### src/rtl/lfu_cache_lru_tiebreak_unit_defines.svh
// ----------------------------------------------------------------------------
// LFU cache assertion macros
// Shared concurrent assertion forms, clocked on clk_i, off during reset.
// ----------------------------------------------------------------------------
`ifndef LFU_CACHE_LRU_TIEBREAK_UNIT_DEFINES_SVH
`define LFU_CACHE_LRU_TIEBREAK_UNIT_DEFINES_SVH

// same-cycle implication
`define LFU_ASSERT_IMPL(lbl, ante, cons) \
  lbl: assert property (@(posedge clk_i) disable iff (!rst_ni) (ante) |-> (cons)) \
    else $error("lfu cache assertion failed");

// next-cycle implication
`define LFU_ASSERT_NEXT(lbl, ante, cons) \
  lbl: assert property (@(posedge clk_i) disable iff (!rst_ni) (ante) |=> (cons)) \
    else $error("lfu cache assertion failed");

`endif

### src/rtl/lfu_lru_pkg.sv
// ----------------------------------------------------------------------------
// LFU cache package
// Sizes and word types of the LFU cache with LRU tie break.
// ----------------------------------------------------------------------------
`timescale 1ns / 1ps

package lfu_lru_pkg;

  localparam int MaxEntries = 16;
  localparam int IdxW       = $clog2(MaxEntries);
  localparam int CntW       = $clog2(MaxEntries + 1);
  localparam int CapW       = 5;
  localparam int KeyW       = 32;
  localparam int DataW      = 32;
  localparam int UseW       = 32;

  localparam logic OpGet = 1'b0;
  localparam logic OpPut = 1'b1;

  typedef struct packed {
    logic                    op;
    logic signed [KeyW-1:0]  key;
    logic signed [DataW-1:0] value;
  } in_word_t;

  typedef struct packed {
    logic                    hit;
    logic signed [DataW-1:0] read_value;
  } out_word_t;

endpackage

### src/rtl/lfu_cache_lru_tiebreak_unit.sv
// ----------------------------------------------------------------------------
// LFU cache with LRU tie break
// Fully associative key-value store, least-frequently-used replacement.
// ----------------------------------------------------------------------------
// Input channel: in_valid_i / in_stall_o carry one word (op, key, value).
// Output channel: out_valid_o / out_stall_i carry one word (hit, read_value).
// A word moves at a clock edge where valid is high and stall is low.
// Each accepted word is scanned over all entries, one entry per cycle, by a
// single key/count/rank comparator in StScan, then StUpdate writes the entry
// store and StDone hands the result to the output register. No new word is
// taken until the block is back in StIdle; in_stall_o is high while a word
// is in work.
// The result sits in an output register; if the receiver stalls, the block
// holds the finished result and does not take the next word until the output
// register is free again.
// cfg_we_i / cfg_wdata_i write the capacity; the user must write it only while the block is idle (not enforced).
// Reset clears all valid marks, the occupancy and sets capacity to 16;
// no clearing pass is needed.
// ----------------------------------------------------------------------------
`timescale 1ns / 1ps
`include "lfu_cache_lru_tiebreak_unit_defines.svh"

module lfu_cache_lru_tiebreak_unit (
  input  logic                   clk_i,
  input  logic                   rst_ni,
  input  logic                   cfg_we_i,
  input  logic [lfu_lru_pkg::CapW-1:0] cfg_wdata_i,
  input  logic                   in_valid_i,
  output logic                   in_stall_o,
  input  lfu_lru_pkg::in_word_t  in_data_i,
  output logic                   out_valid_o,
  input  logic                   out_stall_i,
  output lfu_lru_pkg::out_word_t out_data_o
);

  localparam int N    = lfu_lru_pkg::MaxEntries;
  localparam int IdxW = lfu_lru_pkg::IdxW;
  localparam int CntW = lfu_lru_pkg::CntW;
  localparam int CapW = lfu_lru_pkg::CapW;

  typedef enum logic [1:0] {
    StIdle,
    StScan,
    StUpdate,
    StDone
  } state_e;

  state_e state_q;

  logic [CapW-1:0] cap_q;
  logic [CntW-1:0] occ_q;
  logic [N-1:0]    valid_q;
  logic [N-1:0]    valid_upd;

  logic [lfu_lru_pkg::KeyW-1:0]  key_q  [N];
  logic [lfu_lru_pkg::DataW-1:0] data_q [N];
  logic [lfu_lru_pkg::UseW-1:0]  cnt_q  [N];
  logic [IdxW-1:0]               rank_q [N];
  logic [IdxW-1:0]               rank_d [N];

  lfu_lru_pkg::in_word_t  req_q;
  lfu_lru_pkg::out_word_t res_q;
  lfu_lru_pkg::out_word_t out_q;
  logic                   out_valid_q;

  logic [IdxW-1:0]              idx_q;
  logic                         found_q, free_q, vic_q;
  logic [IdxW-1:0]              found_idx_q, free_idx_q, vic_idx_q;
  logic [IdxW-1:0]              found_rank_q, vic_rank_q;
  logic [lfu_lru_pkg::UseW-1:0] vic_cnt_q;

  logic [CntW-1:0] cap_eff;
  logic            in_acc, out_free;
  logic            cur_valid, cur_match, cur_better;
  logic            do_touch, do_insert, do_evict, ins_ok;
  logic [IdxW-1:0] ins_idx;

  assign cap_eff = (cap_q > CapW'(N)) ? CntW'(N) : CntW'(cap_q);
  assign in_stall_o = (state_q != StIdle);
  assign in_acc = in_valid_i && !in_stall_o;
  assign out_free = !out_valid_q || !out_stall_i;
  assign out_valid_o = out_valid_q;
  assign out_data_o = out_q;

  // scan comparator
  assign cur_valid = valid_q[idx_q];
  assign cur_match = cur_valid && (key_q[idx_q] == req_q.key);
  assign cur_better = cur_valid && (!vic_q || (cnt_q[idx_q] < vic_cnt_q) ||
                      ((cnt_q[idx_q] == vic_cnt_q) && (rank_q[idx_q] > vic_rank_q)));

  // update decisions
  assign do_touch = found_q && ((req_q.op == lfu_lru_pkg::OpGet) || (cap_eff != '0));
  assign do_insert = (req_q.op == lfu_lru_pkg::OpPut) && !found_q && (cap_eff != '0);
  assign do_evict = do_insert && (occ_q >= cap_eff) && vic_q;
  assign ins_ok = do_evict || free_q;
  assign ins_idx = (do_evict && !(free_q && (free_idx_q < vic_idx_q))) ? vic_idx_q
                                                                       : free_idx_q;

  always_comb begin
    valid_upd = valid_q;
    if (do_evict) begin
      valid_upd[vic_idx_q] = 1'b0;
    end
    if (do_insert && ins_ok) begin
      valid_upd[ins_idx] = 1'b1;
    end
  end

  always_comb begin
    for (int j = 0; j < N; j++) begin
      rank_d[j] = rank_q[j];
      if (state_q == StUpdate) begin
        if (do_touch) begin
          if (IdxW'(j) == found_idx_q) begin
            rank_d[j] = '0;
          end else if (valid_q[j] && (rank_q[j] < found_rank_q)) begin
            rank_d[j] = rank_q[j] + 1'b1;
          end
        end else if (do_insert && ins_ok) begin
          if (IdxW'(j) == ins_idx) begin
            rank_d[j] = '0;
          end else if (valid_q[j] && !(do_evict && (IdxW'(j) == vic_idx_q))) begin
            if (do_evict && (rank_q[j] > vic_rank_q)) begin
              rank_d[j] = rank_q[j];
            end else begin
              rank_d[j] = rank_q[j] + 1'b1;
            end
          end
        end
      end
    end
  end

  // control, valid marks and registered outputs
  always_ff @(posedge clk_i or negedge rst_ni) begin
    if (!rst_ni) begin
      state_q     <= StIdle;
      cap_q       <= CapW'(N);
      occ_q       <= '0;
      valid_q     <= '0;
      out_valid_q <= 1'b0;
      idx_q       <= '0;
      found_q     <= 1'b0;
      free_q      <= 1'b0;
      vic_q       <= 1'b0;
    end else begin
      if (cfg_we_i) begin
        cap_q <= cfg_wdata_i;
      end
      if ((state_q == StDone) && out_free) begin
        out_valid_q <= 1'b1;
      end else if (out_valid_q && !out_stall_i) begin
        out_valid_q <= 1'b0;
      end
      case (state_q)
        StIdle: begin
          if (in_acc) begin
            idx_q   <= '0;
            found_q <= 1'b0;
            free_q  <= 1'b0;
            vic_q   <= 1'b0;
            state_q <= StScan;
          end
        end
        StScan: begin
          if (cur_match && !found_q) begin
            found_q <= 1'b1;
          end
          if (!cur_valid && !free_q) begin
            free_q <= 1'b1;
          end
          if (cur_better) begin
            vic_q <= 1'b1;
          end
          if (idx_q == IdxW'(N - 1)) begin
            state_q <= StUpdate;
          end else begin
            idx_q <= idx_q + 1'b1;
          end
        end
        StUpdate: begin
          valid_q <= valid_upd;
          if (do_insert && ins_ok && !do_evict) begin
            occ_q <= occ_q + 1'b1;
          end
          state_q <= StDone;
        end
        StDone: begin
          if (out_free) begin
            state_q <= StIdle;
          end
        end
        default: begin
          state_q <= StIdle;
        end
      endcase
    end
  end

  // payload: request, scan results, entry store
  always_ff @(posedge clk_i) begin
    if (in_acc) begin
      req_q <= in_data_i;
    end
    if (state_q == StScan) begin
      if (cur_match && !found_q) begin
        found_idx_q  <= idx_q;
        found_rank_q <= rank_q[idx_q];
      end
      if (!cur_valid && !free_q) begin
        free_idx_q <= idx_q;
      end
      if (cur_better) begin
        vic_idx_q  <= idx_q;
        vic_cnt_q  <= cnt_q[idx_q];
        vic_rank_q <= rank_q[idx_q];
      end
    end
    if (state_q == StUpdate) begin
      res_q <= '{hit: found_q,
                 read_value: (found_q && (req_q.op == lfu_lru_pkg::OpGet)) ?
                             data_q[found_idx_q] : '0};
      if (do_touch) begin
        if (cnt_q[found_idx_q] != '1) begin
          cnt_q[found_idx_q] <= cnt_q[found_idx_q] + 1'b1;
        end
        if (req_q.op == lfu_lru_pkg::OpPut) begin
          data_q[found_idx_q] <= req_q.value;
        end
      end else if (do_insert && ins_ok) begin
        key_q[ins_idx]  <= req_q.key;
        data_q[ins_idx] <= req_q.value;
        cnt_q[ins_idx]  <= lfu_lru_pkg::UseW'(1);
      end
    end
    if ((state_q == StDone) && out_free) begin
      out_q <= res_q;
    end
    rank_q <= rank_d;
  end

  `LFU_ASSERT_NEXT(a_accept_busy, in_acc, in_stall_o && (state_q == StScan))
  `LFU_ASSERT_IMPL(a_occ_count, 1'b1, $countones(valid_q) == occ_q)
  `LFU_ASSERT_IMPL(a_occ_max, 1'b1, occ_q <= CntW'(N))
  `LFU_ASSERT_NEXT(a_done_out, (state_q == StDone) && out_free, out_valid_o)

endmodule

### config.mk
export PLATFORM = sky130hd
export DESIGN_NAME = lfu_cache_lru_tiebreak_unit
export DESIGN_NICKNAME = d
export VERILOG_FILES = /design/src/rtl/lfu_lru_pkg.sv /design/src/rtl/lfu_cache_lru_tiebreak_unit.sv
export VERILOG_INCLUDE_DIRS = /design/src /design/src/rtl
export SDC_FILE = /design/constraint.sdc
export NUM_CORES = 2
export LEC_CHECK = 0
export BUFFER_PORTS_ARGS = -buffer_cell sky130_fd_sc_hd__buf_2
export CAP_MARGIN = 20
export CORE_MARGIN = 5
export CORE_UTILIZATION = 35
export DETAILED_ROUTE_END_ITERATION = 10
export SLEW_MARGIN = 0
export SYNTH_ARGS = -nofsm -noshare
export SYNTH_HDL_FRONTEND = slang
export SYNTH_SLANG_ARGS = --single-unit
### constraint.sdc
create_clock -name clk_i -period 9.4 [get_ports clk_i]
set_input_delay 1.41 -clock clk_i [delete_from_list [all_inputs] [get_ports clk_i]]
set_output_delay 1.41 -clock clk_i [all_outputs]
set_load 0.1 [all_outputs]
======== After elaboration in Yosys (flattened, before gate mapping) ========
Memories as Yosys holds them, arrays and structs flattened. A register that Yosys moved wholly into a read port is not among the register bits.
Index checks and enable logic that the tools add are counted.
word-level totals
  register bits after elaboration ......... 251
  logic and storage cells ................. 525
  input port bits ......................... 75
  memories ................................ 3
  RAM bits ................................ 1536
  latch bits .............................. 0
  output and inout bits ................... 35
  bits in read-only memories .............. 0
memory list
  name    depth  width  read ports  clocked after memory_dff  wr ports  RTL line                           source
  cnt_q   16     32     2           1                         1         lfu_cache_lru_tiebreak_unit.sv:57  logic [lfu_lru_pkg::UseW-1:0] cnt_q [N];
  data_q  16     32     1           1                         1         lfu_cache_lru_tiebreak_unit.sv:56  logic [lfu_lru_pkg::DataW-1:0] data_q [N];
  key_q   16     32     1           0                         1         lfu_cache_lru_tiebreak_unit.sv:55  logic [lfu_lru_pkg::KeyW-1:0] key_q [N];
operators by class
  magnitude comparators ................... 43
  equal/unequal tests ..................... 91
  div/mod/pow operators ................... 0
  bitwise gates (word level) .............. 5
  reductions and logical operators ........ 167
  shift operators ......................... 0
  add/sub/neg operators ................... 19
  multiply operators ...................... 0
  multiplexer cells ....................... 160
operators by type and width
  cell                     number
  $mux W4                  120
  $eq A4 B4 Y1 const A     24
  $logic_and A1 B1 Y1      84
  $reduce_and A5 Y1        16
  $add A4 B1 Y4 const B    17
  $gt A4 B4 Y1             17
  $lt A4 B4 Y1             17
  $eq A32 B32 Y1           2
  $mux W32                 2
  $reduce_or A32 Y1        2
  $eq A3 B4 Y1 const A     12
  $ne A3 B1 Y1 const B     16
  $ne A3 B3 Y1 const B     16
  $reduce_bool A3 Y1       16
  $add A32 B1 Y32 const B  1
  $lt A32 B32 Y1           1
  $mux W16                 2
  $ne A32 B32 Y1 const B   1
  $logic_not A1 Y1         26
  $eq A2 B4 Y1 const A     6
  $mux W1                  23
  $and A16 B16 Y16         1
  $bmux W4 S4              1
  $not A16 Y16             1
  other kinds (28)         61

======== Depth between registers and ports, before layout ========
  depth after elaboration ................. 14
  mapped depth ............................ 20
  gate-level depth less buffers ........... 13

======== Worst setup path after synthesis ========
Ideal clock, no wire load.
  path type ............................... flip-flop to flip-flop
  start point ............................. register idx_q[0]
  end point ............................... register vic_cnt_q[0] in the netlist's numbering, read port of cnt_q, enable pin
  path buffers ............................ 8
  setup slack ............................. 1.177 ns
  data required time ...................... 8.889 ns
  stages on the path, launching flop included .. 21
  library setup time ...................... 0.511 ns
  data arrival time ....................... 7.712 ns
  cells stage by stage .................... dfrtp_1 > buf_6 > buf_6 > buf_8 > buf_6 > buf_6 > buf_2 > buf_2 > buf_2 > mux4_2 > mux4_2 > ha_1 > a21o_1 > a21o_1 > a21o_1 > a21o_1 > a21o_1 > a21o_1 > a21oi_1 > nor2b_1 > a311oi_1
between the ends
  word-level cells in the longest chain between the ends .. 9
  elaborated cells on any way between the ends .. 15
  those cells by class .................... 2 x order compare; 1 x eq/ne; 5 x mux; 1 x bitwise; 5 x reduce/logical; 1 x memory
RTL lines
  item                                                                     RTL line                            source
  start, declared                                                          lfu_cache_lru_tiebreak_unit.sv:66   logic [IdxW-1:0] idx_q;
  start signal, assigned                                                   lfu_cache_lru_tiebreak_unit.sv:178  idx_q <= idx_q + 1'b1;
  parallel branches: the longest is 7 deep, another holds $mem_v2 Z16 W32  --
  $logic_and A1 B1 Y1 (*)                                                  lfu_cache_lru_tiebreak_unit.sv:88   assign cur_better = cur_valid && (!vic_q || (cnt_q[idx_q] < vic_cnt_q) ||
  $reduce_and A2 Y1 (no line) (*)                                          --
  end, declared                                                            lfu_cache_lru_tiebreak_unit.sv:70   logic [lfu_lru_pkg::UseW-1:0] vic_cnt_q;
Every way passes the cells marked *. The select of a mux whose other input is x is not followed.
A chain may end at the register's enable or synchronous reset.

======== Worst setup path in the final report ========
  start point ............................. register idx_q[0]
  end point ............................... register vic_rank_q[1], enable pin
between the ends
  word-level cells in the longest chain between the ends .. 9
  elaborated cells on any way between the ends .. 15
  those cells by class .................... 2 x order compare; 1 x eq/ne; 5 x mux; 1 x bitwise; 5 x reduce/logical; 1 x memory
RTL lines
  item                                                                     RTL line                            source
  parallel branches: the longest is 7 deep, another holds $mem_v2 Z16 W32  --
  $logic_and A1 B1 Y1 (*)                                                  lfu_cache_lru_tiebreak_unit.sv:88
  $reduce_and A2 Y1 (no line) (*)                                          --
  end signal, assigned                                                     lfu_cache_lru_tiebreak_unit.sv:216  vic_rank_q <= rank_q[idx_q];
  end, declared                                                            lfu_cache_lru_tiebreak_unit.sv:69   logic [IdxW-1:0] found_rank_q, vic_rank_q;
Marked as above.

==> summary.md <==
| Metric | Value |
|---|---|
| Final Hold Viols | `0` |
| PortBufs | `between 100 and 150` |
| Worst-case clock buffer depth | `3` |
| CTS Sinks | `approximately 1800` |
| Initial drt markers | `4150` |
| CP Max Fanout | `between 90 and 100` |
| Detail Route Antenna Nets | `0` |
| Total power | `21.5 mW` |
| EDFF count, synth | `approximately 1800` |
| Die Span Y | `~490 um` |
| TNS Setup | `0 ps` |
| Resize count post-CTS | `0` |
| Clock Skews | `77.3 ps` |
| Internal power | `~15 mW` |
| DRT Wirelength | `slightly below 200 mm` |
| Area of the multi-input gates | `0.0236 sq mm` |
| DRC violations left | `0` |
| Slew HR | `0.145` |
| H-tree depth | `4` |
| First-pass GRT wire length | `about 290 mm` |
| GRT overflow | `0` |
| Tmin final | `between 6000 and 7000 ps` |
| WHS | `between 400 and 500 ps` |
| Pwr Density | `between 200 and 250 mW/mm^2` |
| Setup bufs post-CTS | `0` |
| Die W | `roughly 490 um` |
| Worst-Skew Late Latency | `roughly 840 ps` |
| Yosys top cell by area | `edfxtp_1` |
| WP data arrival | `6470 ps` |
| Status | `finished clean` |
| Clock share of power | `0.334` |
| RSZ-0062 raised after global routing | `no` |
| Register area | `around 0.055 sq mm` |
| Slew @ Worst Pin | `1280 ps` |
| Initial antenna violation count | `4` |
| Fin cells | `~7400` |
| Die Area | `0.236 sq mm` |
| Tcrit/Tclk final | `0.642` |
| Pre-antenna DRT Iters | `6` |
| Comb pwr share | `0.196` |
| Mapped Cells | `4014` |
| Sequential Power Share | `0.470` |
| Max Freq | `between 0.15 and 0.2 GHz` |
| Worst-path cell chain | `buf_12, buf_4, mux4_2, mux4_2, ha_1, nor2b_1, o21ai_0, nand2b_1, a21oi_1, nor4_1, nor2_1, nor2b_1, a311oi_4, buf_4` |
| VDD IR max | `around 0.25 mV` |
| Hpwl dp | `roughly 110 mm` |
| Hold buffers post-CTS | `0` |
| CTS root buffer | `clkbuf_16` |
| Row count | `~170` |
| Worst-path clk slew | `roughly 60 ps` |
| Initial core utilization | `0.352` |
| Slowest cell on crit path | `a311oi_4` |
| CP max stage delay | `around 760 ps` |
| Post-Syn Area per Cell | `just under 20 sq um` |
| Worst Setup End Kind | `flip-flop` |
| Area delta synth->final | `13.1%` |
| Vias | `between 40000 and 50000` |
| Routability cong. | `around 0.82` |
| Startpoint Class | `flip-flop` |
| Final slew viol count | `0` |
| MaxCap Viol Count | `0` |
| Register bit total from synthesis | `between 1500 and 2000` |
| Largest net degree at the start of global routing | `between 100 and 150` |
| CTS tree | `built` |
| Hold Crit Class | `reg -> reg` |
| Synth async-reset ratio | `0.0197` |
| Share of cells above drive strength 1 | `0.265` |
| Worst Setup Path Type | `reg -> reg` |
| Finished Core Util | `0.398` |
| GRT Overall Usage | `0.164` |
| Placed Cells | `approximately 7000` |
| Synth Cell Area | `just under 0.08 sq mm` |
| Num CTS Buffers | `184` |
| Routed length per placed instance | `around 27 um` |
| Sequential share of the synthesized area | `0.689` |
| Final net count | `between 4000 and 5000` |
| Post-synth top area share | `0.677` |
| Sw Share | `0.283` |
| Net Count, Synth | `approximately 4300` |
| # setup viols final | `0` |
| YS warnings | `0` |
| Leak | `approximately 28 nW` |
| Vias per cell | `about 5.5` |
| Vias in the first global route | `a little over 40000` |
| Switching Power | `6.09 mW` |
| Synth Flop Type | `edfxtp_1` |
| Top post-synthesis cells by area | `edfxtp_1, mux4_2, ha_1` |
| Count of different cell masters after synthesis | `75` |
| Io pins | `110` |
| Core area | `approximately 0.22 sq mm` |
| Worst path required time | `slightly below 10000 ps` |
| Fill count | `approximately 20000` |
-- layout by cell type (no fill, tap or decap), drive strengths merged, types with 18 or more instances in the layout --
| master | netlist | layout |
|---|---|---|
| edfxtp | 1783 | 1783 |
| mux4 | 608 | 608 |
| clkbuf | 86 | 232 |
| buf | 106 | 215 |
| ha | 180 | 180 |
| nor2 | 161 | 161 |
| mux2i | 107 | 107 |
| o21ai | 103 | 103 |
| nand2 | 93 | 93 |
| nor2b | 90 | 90 |
| inv | 81 | 86 |
| clkinv | 1 | 80 |
| a21oi | 64 | 64 |
| nand2b | 47 | 47 |
| nand3 | 44 | 44 |
| nor3 | 44 | 44 |
| xnor2 | 43 | 43 |
| xor2 | 42 | 42 |
| dfrtp | 35 | 35 |
| o21a | 30 | 30 |
| mux2 | 27 | 27 |
| a21o | 18 | 18 |
| a31oi | 18 | 18 |
| o22ai | 18 | 18 |
-- metrics by stage --
| step | worst slack, ps | instance area, sq um |
|---|---|---|
| 5_1_grt | 3040 | 89500 |
| 2_1_floorplan | 1180 | 79100 |
| 3_5_place_dp | 3350 | 83500 |
| 3_3_place_gp | 3350 | 83500 |
| 6_report | 3370 | 89500 |
| 4_1_cts | 3370 | 89400 |
-- cell usage after synthesis, types with 5 or more instances --
cell	n
buf_4	16
a41o_1	6
nand2_1	93
a21o_1	18
clkbuf_1	86
mux2_2	23
a221oi_1	16
o22ai_1	18
buf_1	19
xnor2_1	43
nand3b_1	17
a21boi_0	17
mux4_2	605
o21ai_0	101
xor2_1	42
nor2_1	160
inv_1	80
nor4_1	5
ha_1	180
o221ai_1	10
mux2i_1	107
and3_1	9
a211oi_1	8
buf_2	48
nand3_1	44
buf_6	17
nor3_1	44
edfxtp_1	1783
a41oi_1	12
nand4_1	12
and2_1	14
a22oi_1	6
a31oi_1	18
a21oi_1	64
nand2b_1	47
dfrtp_1	35
o21a_1	30
nor2b_1	89
or3_1	5
-- cells by family (layout without fill, tap and decap cells) --
group / Yosys count / count (layout) / synth area share
AOI/OAI and AO/OA: 356 / 356 / 0.0296
buffers and inverters: 274 / 633 / 0.0171
muxes: 742 / 742 / 0.191
and+or+nand+nor: 554 / 554 / 0.0354
adders and majority gates: 180 / 180 / 0.0285
xor gates and xnor gates: 85 / 85 / 0.00941
DFF: 1823 / 1823 / 0.689
other: 0 / 2 / 0
-- power groups by stage --
stage          Clock (mW)  Combinational (mW)  Sequential (mW)
5_1_grt              7.71                4.56             10.2
2_1_floorplan           0                2.93             10.3
3_3_place_gp            0                4.20             10.3
4_1_cts              7.35                4.26             10.1
6_report             7.17                4.21             10.1
3_5_place_dp            0                4.25             10.3
-- flip-flops by register name, indices dropped and copies added (netlist names), 5 cells and up, named ones only --
| register | cells |
|---|---|
| out_data_o | 33 |
| rank_q | 64 |
| res_q | 33 |
| vic_cnt_q | 32 |
| valid_q | 16 |
| data_q | 512 |
| occ_q | 5 |
| cnt_q | 512 |
| key_q | 512 |
| req_q | 65 |
| cap_q | 5 |
-- routing by layer --
layer,GRT usage,vias to the layer above,routed length [um]
li1,-,17101,-
met1,0.228,21403,83600
met2,0.267,1392,94800
met4,0.0436,0,4650
met3,0.0316,309,12600
met5,0.00221,-,0
-- final timing paths --
kind                           start        endpoint  slack, ps  cells after the start
max                         idx_q[0]   vic_rank_q[1]       3370                     14
min                        res_q[17]  out_data_o[17]        420                      0
max reg2reg                 idx_q[0]   vic_rank_q[1]       3370                     14
min reg2reg                res_q[17]  out_data_o[17]        420                      0
max in group asynchronous     rst_ni        idx_q[1]       7910                      1
min in group asynchronous     rst_ni     out_valid_o        710                      1
-- area by class of cell --
| class | instances | share of cell area |
|---|---|---|
| flip-flops and latches | 1823 | 0.610 |
| multi-input cells | 1917 | 0.263 |
| clock buffers | 232 | 0.0539 |
| well taps | 2992 | 0.0418 |
| repair buffers | 215 | 0.0157 |
| clock inverters | 104 | 0.0121 |
| inverters | 82 | 0.00344 |
| diodes | 2 | 0.0000559 |
-- worst max-delay path, delay by kind of cell (launching register included) --
| family | cells | cell delay, ps |
|---|---|---|
| flops | 1 | 560 |
| mux | 2 | 1090 |
| buf+inv | 3 | 1680 |
| compound gates | 3 | 980 |
| simple gates | 5 | 790 |
| fa+ha+maj | 1 | 320 |
Note: power is estimated with default switching activity, not from simulation.
